$ cat config.mk
export PLATFORM = sky130hd
export DESIGN_NAME = c2s_div_cell
export DESIGN_NICKNAME = d
export VERILOG_FILES = /design/src/c2s_div_cell.sv
export SDC_FILE = /design/constraint.sdc
export NUM_CORES = 1
export LEC_CHECK = 0
export BUFFER_PORTS_ARGS = -buffer_cell sky130_fd_sc_hd__buf_2
export CAP_MARGIN = 10
export CORE_AREA = 2 2 236 238
export DETAILED_ROUTE_END_ITERATION = 8
export DIE_AREA = 0 0 238 240
export GPL_TIMING_DRIVEN = 0
export PLACE_DENSITY_LB_ADDON = 0.05
export SKIP_LAST_GASP = 1
export SYNTH_ARGS = -nofsm -noshare
export SYNTH_HDL_FRONTEND = slang
export SYNTH_SLANG_ARGS = --single-unit
$ cat constraint.sdc
create_clock -name aclk -period 7.94 [get_ports aclk]
set_clock_uncertainty 0.15 [all_clocks]
set_input_delay 1.588 -clock aclk [delete_from_list [all_inputs] [get_ports aclk]]
set_output_delay 1.588 -clock aclk [all_outputs]
set_load 0.1 [all_outputs]
$ cat src/c2s_div_cell.sv
// ----------------------------------------------------------------------------
// Divider chain cell
// One restoring division step for both quotients, with side data carried.
// ----------------------------------------------------------------------------
module c2s_div_cell #(
    parameter int DW = 66,
    parameter int QW = 50
) (
    input  logic          aclk,
    input  logic          aresetn,
    input  logic          in_valid,
    input  logic          in_ready_down,
    input  logic [DW-1:0] in_den,
    input  logic [DW-1:0] in_rx,
    input  logic [DW-1:0] in_ry,
    input  logic [QW-1:0] in_qx,
    input  logic [QW-1:0] in_qy,
    input  logic [5:0]    in_side,
    output logic          out_valid,
    output logic [DW-1:0] out_den,
    output logic [DW-1:0] out_rx,
    output logic [DW-1:0] out_ry,
    output logic [QW-1:0] out_qx,
    output logic [QW-1:0] out_qy,
    output logic [5:0]    out_side
);

    logic          valid_reg;
    logic [DW-1:0] den_reg, rx_reg, ry_reg;
    logic [QW-1:0] qx_reg, qy_reg;
    logic [5:0]    side_reg;
    logic [DW:0]   sx, sy;
    logic [DW-1:0] rx_next, ry_next;
    logic [QW-1:0] qx_next, qy_next;

    // Trial subtraction: remainder doubled in, take one quotient bit.
    always_comb begin
        sx = {in_rx, in_qx[QW-1]} - {1'b0, in_den};
        sy = {in_ry, in_qy[QW-1]} - {1'b0, in_den};
        rx_next = sx[DW] ? {in_rx[DW-2:0], in_qx[QW-1]} : sx[DW-1:0];
        ry_next = sy[DW] ? {in_ry[DW-2:0], in_qy[QW-1]} : sy[DW-1:0];
        qx_next = {in_qx[QW-2:0], ~sx[DW]};
        qy_next = {in_qy[QW-2:0], ~sy[DW]};
    end

    // Valid flag advances whenever the chain moves.
    always_ff @(posedge aclk) begin
        if (!aresetn) begin
            valid_reg <= 1'b0;
        end else if (in_ready_down) begin
            valid_reg <= in_valid;
        end
    end

    // Payload registers.
    always_ff @(posedge aclk) begin
        if (in_ready_down) begin
            den_reg  <= in_den;
            rx_reg   <= rx_next;
            ry_reg   <= ry_next;
            qx_reg   <= qx_next;
            qy_reg   <= qy_next;
            side_reg <= in_side;
        end
    end

    assign out_valid = valid_reg;
    assign out_den   = den_reg;
    assign out_rx    = rx_reg;
    assign out_ry    = ry_reg;
    assign out_qx    = qx_reg;
    assign out_qy    = qy_reg;
    assign out_side  = side_reg;

endmodule

==> metrics.md, run 1 <==
| Metric | Value |
|---|---|
| Synth area leader | `edfxtp_1` |
| WL/cell | `roughly 22 µm` |
| PD cells | `between 200 and 300 nW/µm²` |
| Finished Cell Area | `between 20000 and 25000 µm²` |
| HP Class | `reg2reg` |
| Post-CTS Hold Fix Bufs | `0` |
| Row count | `86` |
| Via/cell ratio | `around 5.3` |
| Worst Path Arrival | `between 6 and 7 ns` |
| CTS tree | `yes` |
| Filler cell count | `5437` |
| Top cells by area, synth | `edfxtp_1 (48%), ha_1 (8.6%), a21oi_1 (4.2%), o21ai_0 (3.7%), nand2_1 (3.6%)` |
| CP endpoint kind | `register` |
| Max-Slew Margin vs Limit | `~28%` |
| Layout Utilization | `44.6%` |
| Top fanout value on the critical path | `10` |
| Status | `completed` |
| Routed vias | `around 17000` |
| Die height | `about 240 µm` |
| Core footprint | `between 50000 and 60000 µm²` |
| Largest net degree at the start of global routing | `roughly 110` |
| Sequential area share after synthesis | `47.8%` |
| Transition time at the pin with the least slew margin | `roughly 1.1 ns` |
| Mean Syn Cell Area | `between 10 and 15 µm²` |
| I/O Buffers | `about 610` |
| # nets final | `around 2900` |
| Largest family of logic cells by synthesized area | `compound AO/OA/AOI/OAI gates` |
| EDFF count, synth | `a little over 300` |
| Synth top area share | `47.6%` |
| Max_cap viols | `0` |
| Clock Latency Late Sink | `between 0.5 and 0.6 ns` |
| H-tree depth | `2` |
| Initial Util | `about a third` |
| Fin. Hold Viols | `0` |
| Commonest non-fill, non-tap cell in the layout | `buf_2` |
| Num Clock Sinks | `305` |
| Postcts setup bufs | `0` |
| Area growth, synth to finish | `27.2%` |
| CP required | `8.11 ns` |
| TritonRoute pass-1 iters | `7` |
| Vias in the first global route | `~17000` |
| Synth Cell Area | `between 15000 and 20000 µm²` |
| Unrepaired setup endpoints after global routing | `false` |
| Placement Cell Area | `between 20000 and 25000 µm²` |
| DRT iter0 DRCs | `between 1000 and 1500` |
| Total gr overflow | `0` |
| ANT nets after route | `0` |
| Main synth FF type | `edfxtp_1` |
| Clk buf depth | `3` |
| GRT Resource Usage Total | `between 20 and 25%` |
| Post-route insts no fill | `~3200` |
| Root Buffer | `clkbuf_16` |
| Fin crit period | `around 5.9 ns` |
| Placed cells | `3153` |
| Drt drc | `0` |
| First-pass GRT wire length | `roughly 100000 µm` |
| Async S/R FF share, synth | `0%` |
| Final Cycle Share | `around three quarters` |
| Most frequent cells in the layout | `buf_2 (622), edfxtp_1 (304), nand2_1 (186)` |
| Yosys cell types | `84` |
| PostCTS Resize Cnt | `0` |
| Die Wd | `238 µm` |
| Worst Setup Start Kind | `primary input` |
| # setup viols final | `0` |
| Synth Area in Compound Gates | `18.2%` |
| Final Max Tran Viols | `0` |
| Worst vdd ir | `roughly 0.21 mV` |
| Die area | `around 57000 µm²` |
| FMAX | `between 150 and 200 MHz` |
| Setup TNS | `0 ns` |
| CTS Buf Count | `38` |
| Crit Path Class | `in2reg` |
| Post-synthesis simple-gate area fraction | `approximately an eighth` |
| Leakage | `~11 nW` |
| Wirelength, routed | `72300 µm` |
| Adder-cell share of the synthesized area | `between 8 and 9%` |
| Share of layout cells above drive strength 1 | `between 30% and 40%` |
| Initial antenna violation count | `19` |
| Final Wtd Congestion | `about 0.90` |
| Yosys warns | `0` |
| Multiplexer area fraction after synthesis | `between 3 and 4%` |
| Flops & latches, synth | `between 300 and 400` |
| Post-detail-place hpwl | `59100 µm` |
| Reg clk slew, reported paths | `around 0.050 ns` |
| Post-Synth XOR/XNOR Area | `5.45%` |
| IO Pins | `roughly 600` |
| Syn Nets | `roughly 2300` |
| Post-Syn Instances | `around 1800` |
[cells in the mapped netlist (4+ instances only)]
master / count
o21ai_1: 9
a21oi_1: 159
nand2_1: 186
a31oi_1: 13
buf_6: 8
nor4_1: 8
a21o_1: 73
or3_1: 5
and4_1: 4
nand2b_1: 16
or2_2: 5
a221oi_1: 7
o21ai_0: 143
and3_1: 17
a211o_1: 4
buf_2: 11
o21bai_1: 26
a21boi_0: 4
xnor2_1: 64
o211ai_1: 10
xor2_1: 52
nor2_1: 94
mux2_1: 4
o21a_1: 15
mux2_2: 53
o41ai_1: 4
buf_4: 8
o2111ai_1: 6
ha_1: 132
a211oi_1: 8
mux2i_1: 6
nor2b_1: 17
o31ai_1: 12
nand4_1: 50
a221o_1: 7
nor3_1: 24
edfxtp_1: 304
clkbuf_1: 63
inv_1: 102
and2_1: 9
nand3_1: 27
[per-stage QoR]
step	hold WS, ns	total power [mW]	worst slack (ns)
after floorplan	0.831	4.19	2.96
after global placement	0.341	4.80	0.473
after detailed placement	0.361	4.79	1.34
after CTS	0.377	6.52	1.90
after global routing	0.439	6.72	1.90
final	0.367	6.47	2.05
[state kept, by name, summed over array words and instances, names as in the netlist]
register,cells
out_den,66
out_qx,50
out_qy,50
out_rx,66
out_ry,66
out_side,6
out_valid,1
[report_power, final]
part	total [mW]	internal, mW	switching, mW
combinational	2.70	0.568	2.13
clock	1.71	1.01	0.704
sequential	2.06	2.01	0.0497
[critical path, stage by stage]
cell and delay, ns:
buf_2 0.12, ha_1 0.22, fa_1 0.40, nand2b_1 0.20, a21oi_2 0.22, o2111ai_1 0.26, a21oi_2 0.33, a41oi_2 0.35
o41ai_4 0.69, a211o_2 0.28, xor2_4 0.47, buf_6 0.26, buf_6 0.24, mux2i_1 0.39
[cell type report]
cell class	instances	area, µm²	area share [%]
Multi-Input combinational cell	1337	9180	37.7
Sequential cell	305	9150	37.5
Timing Repair Buffer	614	3130	12.8
Clock buffer	43	970	3.98
Tap cell	704	881	3.61
Buffer	90	442	1.81
Inverter	103	387	1.59
Clock inverter	24	233	0.955
Antenna cell	3	7.51	0.0308
[cells by family (layout without fill, tap and decap cells)]
| group | Yosys count | after routing |
|---|---|---|
| XOR/XNOR | 117 | 117 |
| AO/OA/AOI/OAI | 546 | 546 |
| other | 0 | 3 |
| adder cells (fa/ha/maj) | 134 | 134 |
| multiplexers | 63 | 63 |
| buffers and inverters | 193 | 874 |
| AND/OR/NAND/NOR | 477 | 477 |
| flip-flops | 305 | 305 |
[per-layer routing]
metal	vias up	global-route usage, %	wire, µm
li1	8155	-	-
met1	8112	30.0	30000
met2	596	43.1	36000
met3	94	5.67	5030
met4	18	4.68	1110
met5	-	0	113
[final timing paths]
| check | from | endpoint | slack, ns | depth (start not counted) |
|---|---|---|---|---|
| hold / removal | out_valid | out_valid | 0.37 | 2 |
| setup reg to reg | out_valid | out_valid | 7.20 | 2 |
| setup / recovery | in_den[0] | out_ry[10] | 2.05 | 14 |
| hold reg to reg | out_valid | out_valid | 0.37 | 2 |
No activity file was read; power rests on OpenSTA's default activity.
==> inputs of run 2 (changes only) <==
--- a/config.mk
+++ b/config.mk
@@ -5,11 +5,12 @@
 export SDC_FILE = /design/constraint.sdc
 export NUM_CORES = 1
 export LEC_CHECK = 0
+export ABC_AREA = 1
 export BUFFER_PORTS_ARGS = -buffer_cell sky130_fd_sc_hd__buf_2
 export CAP_MARGIN = 10
-export CORE_AREA = 2 2 236 238
+export CORE_AREA = 2 2 235 237
 export DETAILED_ROUTE_END_ITERATION = 8
-export DIE_AREA = 0 0 238 240
+export DIE_AREA = 0 0 237 239
 export GPL_TIMING_DRIVEN = 0
 export PLACE_DENSITY_LB_ADDON = 0.05
 export SKIP_LAST_GASP = 1
==> constraint.sdc (replaced) <==
create_clock -name aclk -period 5.35 [get_ports aclk]
set_clock_uncertainty 0.15 [all_clocks]
set_input_delay 1.07 -clock aclk [delete_from_list [all_inputs] [get_ports aclk]]
set_output_delay 1.07 -clock aclk [all_outputs]
set_load 0.1 [all_outputs]
==> run 2 against run 1 <==
Hold slack improved by 0.021 ns. Register-to-register slack got worse by 2.7 ns. Power increased by 50%. Synthesized cell count increased by 74%. Via count increased by 36%. Largest power group unchanged.
==> metrics.md, run 2 <==
| Metric | Value |
|---|---|
| Status | `completed` |
| PostCTS Resize Cnt | `0` |
| Worst Hold Slack | `0.387 ns` |
| Post-Syn Instances | `about 3200` |
| Syn Nets | `3626` |
| Final Cycle Share | `roughly 66%` |
| CP required | `about 5.5 ns` |
| Placed cells | `around 4500` |
| Share of layout cells above drive strength 1 | `19.4%` |
| Area growth, synth to finish | `22.8%` |
| Unrepaired setup endpoints after global routing | `false` |
| Total gr overflow | `0` |
| ANT nets after route | `0` |
| Sequential area share after synthesis | `between 40% and 50%` |
| Postcts setup bufs | `0` |
| # nets final | `between 4000 and 5000` |
| Root Buffer | `clkbuf_16` |
| Leakage | `14.9 nW` |
| Hold Path End | `out_valid` |
| Synth Area in Compound Gates | `about 6.9%` |
| # setup viols final | `0` |
| TritonRoute pass-1 iters | `6` |
| Initial Util | `around two fifths` |
| Post-Synth XOR/XNOR Area | `slightly below 3%` |
| Final Max Tran Viols | `0` |
| Worst Hold Launch | `out_valid` |
| Cell with the most instances after synthesis | `nand2_1` |
| I/O Buffers | `612` |
| FF-to-FF Start | `out_valid` |
| Post-synthesis simple-gate area fraction | `roughly 32%` |
| Async S/R FF share, synth | `0%` |
| Wirelength, routed | `92700 µm` |
| Post-synth top cells | `nand2_1 (1262), inv_1 (528), edfxtp_1 (304), nor2_1 (250), nand3_1 (208)` |
| H-tree depth | `2` |
| Post-route insts no fill | `4567` |
| Core footprint | `approximately 54000 µm²` |
| Hold path depth | `2` |
| R2R Path End | `out_valid` |
| Crit Path Class | `in2reg` |
| Worst vdd ir | `approximately 0.35 mV` |
| Setup TNS | `0 ns` |
| R2R setup slack | `around 4.5 ns` |
| Post-CTS Hold Fix Bufs | `0` |
| Worst Path Arrival | `between 3 and 4 ns` |
| CTS Buf Count | `36` |
| Max_cap viols | `0` |
| GRT Resource Usage Total | `between 30% and 40%` |
| DRT iter0 DRCs | `around 1600` |
| Reg clk slew, reported paths | `about 0.060 ns` |
| Flops & latches, synth | `305` |
| Main synth FF type | `edfxtp_1` |
| Worst Setup Start Kind | `primary input` |
| WL/cell | `approximately 20 µm` |
| Synth top area share | `about 40%` |
| Drt drc | `0` |
| Multiplexer area fraction after synthesis | `0%` |
| Final Wtd Congestion | `just over 1` |
| CP startpoint | `in_den[36]` |
| R2R cell count | `2` |
| Synth Cell Area | `22800 µm²` |
| CTS tree | `yes` |
| Yosys warns | `0` |
| Row count | `86` |
| Top cells by area, synth | `edfxtp_1 (40%), nand2_1 (21%), inv_1 (8.7%), ha_1 (7.3%), nand3_1 (4.6%)` |
| Initial antenna violation count | `8` |
| HP Class | `reg2reg` |
| Max-Slew Margin vs Limit | `44.3%` |
| Adder-cell share of the synthesized area | `7.43%` |
| FMAX | `~280 MHz` |
| EDFF count, synth | `slightly above 300` |
| Clock Latency Late Sink | `0.54 ns` |
| Most frequent cells in the layout | `nand2_1 (1262), buf_2 (620), inv_1 (528)` |
| Routed vias | `roughly 23000` |
| Num Clock Sinks | `between 300 and 400` |
| Die Wd | `237 µm` |
| Transition time at the pin with the least slew margin | `approximately 0.84 ns` |
| Die height | `between 200 and 250 µm` |
| Largest net degree at the start of global routing | `between 100 and 150` |
| Synth area leader | `edfxtp_1` |
| Fin. Hold Viols | `0` |
| Commonest non-fill, non-tap cell in the layout | `nand2_1` |
| PD cells | `347 nW/µm²` |
| Dpl ws | `1.30 ns` |
| Largest family of logic cells by synthesized area | `simple AND/OR/NAND/NOR gates` |
| Footprint of the multi-input gates | `11300 µm²` |
| Die area | `roughly 57000 µm²` |
| Layout Utilization | `between 50% and 60%` |
| Final setup margin | `1.79 ns` |
| CP endpoint kind | `register` |
| Fin crit period | `3.56 ns` |
| Vias in the first global route | `about 22000` |
| Filler cell count | `roughly 5700` |
| IO Pins | `a little over 600` |
| Via/cell ratio | `roughly 5` |
| First-pass GRT wire length | `about 130000 µm` |
| Post-detail-place hpwl | `between 70000 and 80000 µm` |
| Register Area | `slightly above 9000 µm²` |
| Clk buf depth | `3` |
| Top fanout value on the critical path | `10` |
| Yosys cell types | `38` |
| Mean Syn Cell Area | `roughly 7 µm²` |
-- run 2: cell count changes after synthesis, sizes merged, moves of 62 or more --
cell    delta
a21o      -69
inv      +428
nor2     +159
nand3    +185
nand2   +1107
clkbuf    -63
xnor2     -62
o21ai     -90
-- run 2: cell families after synthesis --
kind of cell,count (synthesis)
AOI/OAI and AO/OA,287
adders and majority gates,134
xor gates and xnor gates,76
buffers and inverters,566
and+or+nand+nor,1816
DFF,305
-- run 2: worst max-delay path, stage by stage --
cell,delay (ns)
buf_2,0.21
inv_1,0.19
ha_1,0.40
nand2_1,0.17
inv_1,0.06
nand2_1,0.06
nand2_1,0.08
a21oi_1,0.19
o21ai_1,0.11
a21oi_1,0.25
nand2_1,0.11
nand2_1,0.08
nand2_2,0.11
buf_6,0.20
buf_6,0.16
nand2_1,0.06
nand2_1,0.13
-- run 2: where the power goes --
group,switching [mW],internal [mW],total [mW]
Sequential,0.0632,2.96,3.02
Clock,0.985,1.49,2.47
Combinational,3.40,0.809,4.21
-- run 2: per-stage QoR --
step	power, mW	cell area (µm²)
CTS	9.76	28000
global placement	7.27	26700
global route	10.1	28000
detailed placement	7.26	26800
floorplan	6.22	22800
finish	9.71	28000
-- run 2: worst max path at each step --
stage / end / slack [ns] / cells after the start
after floorplan: out_ry[45] / 2.14 / 17
after global placement: out_valid / -1.65 / 3
after detailed placement: out_rx[42] / 1.30 / 17
after CTS: out_rx[42] / 1.88 / 17
after global routing: out_rx[42] / 1.67 / 17
final: out_rx[42] / 1.79 / 17
-- run 2: layer usage --
metal | GRT usage (%) | part of all wire (%)
met1 | 39.8 | 41
met5 | 0 | 0.014
met3 | 4.40 | 6.5
met4 | 9.30 | 3.1
met2 | 57.4 | 49
-- run 2: cell type report --
type	count	share of cell area, %
multi-input combinational	2313	40.5
sequential	305	32.7
buffer	34	1.10
clock inverter	17	0.702
timing repair buffer	614	11.2
tap	704	3.15
clock buffer	45	3.49
antenna	3	0.0268
inverter	532	7.14
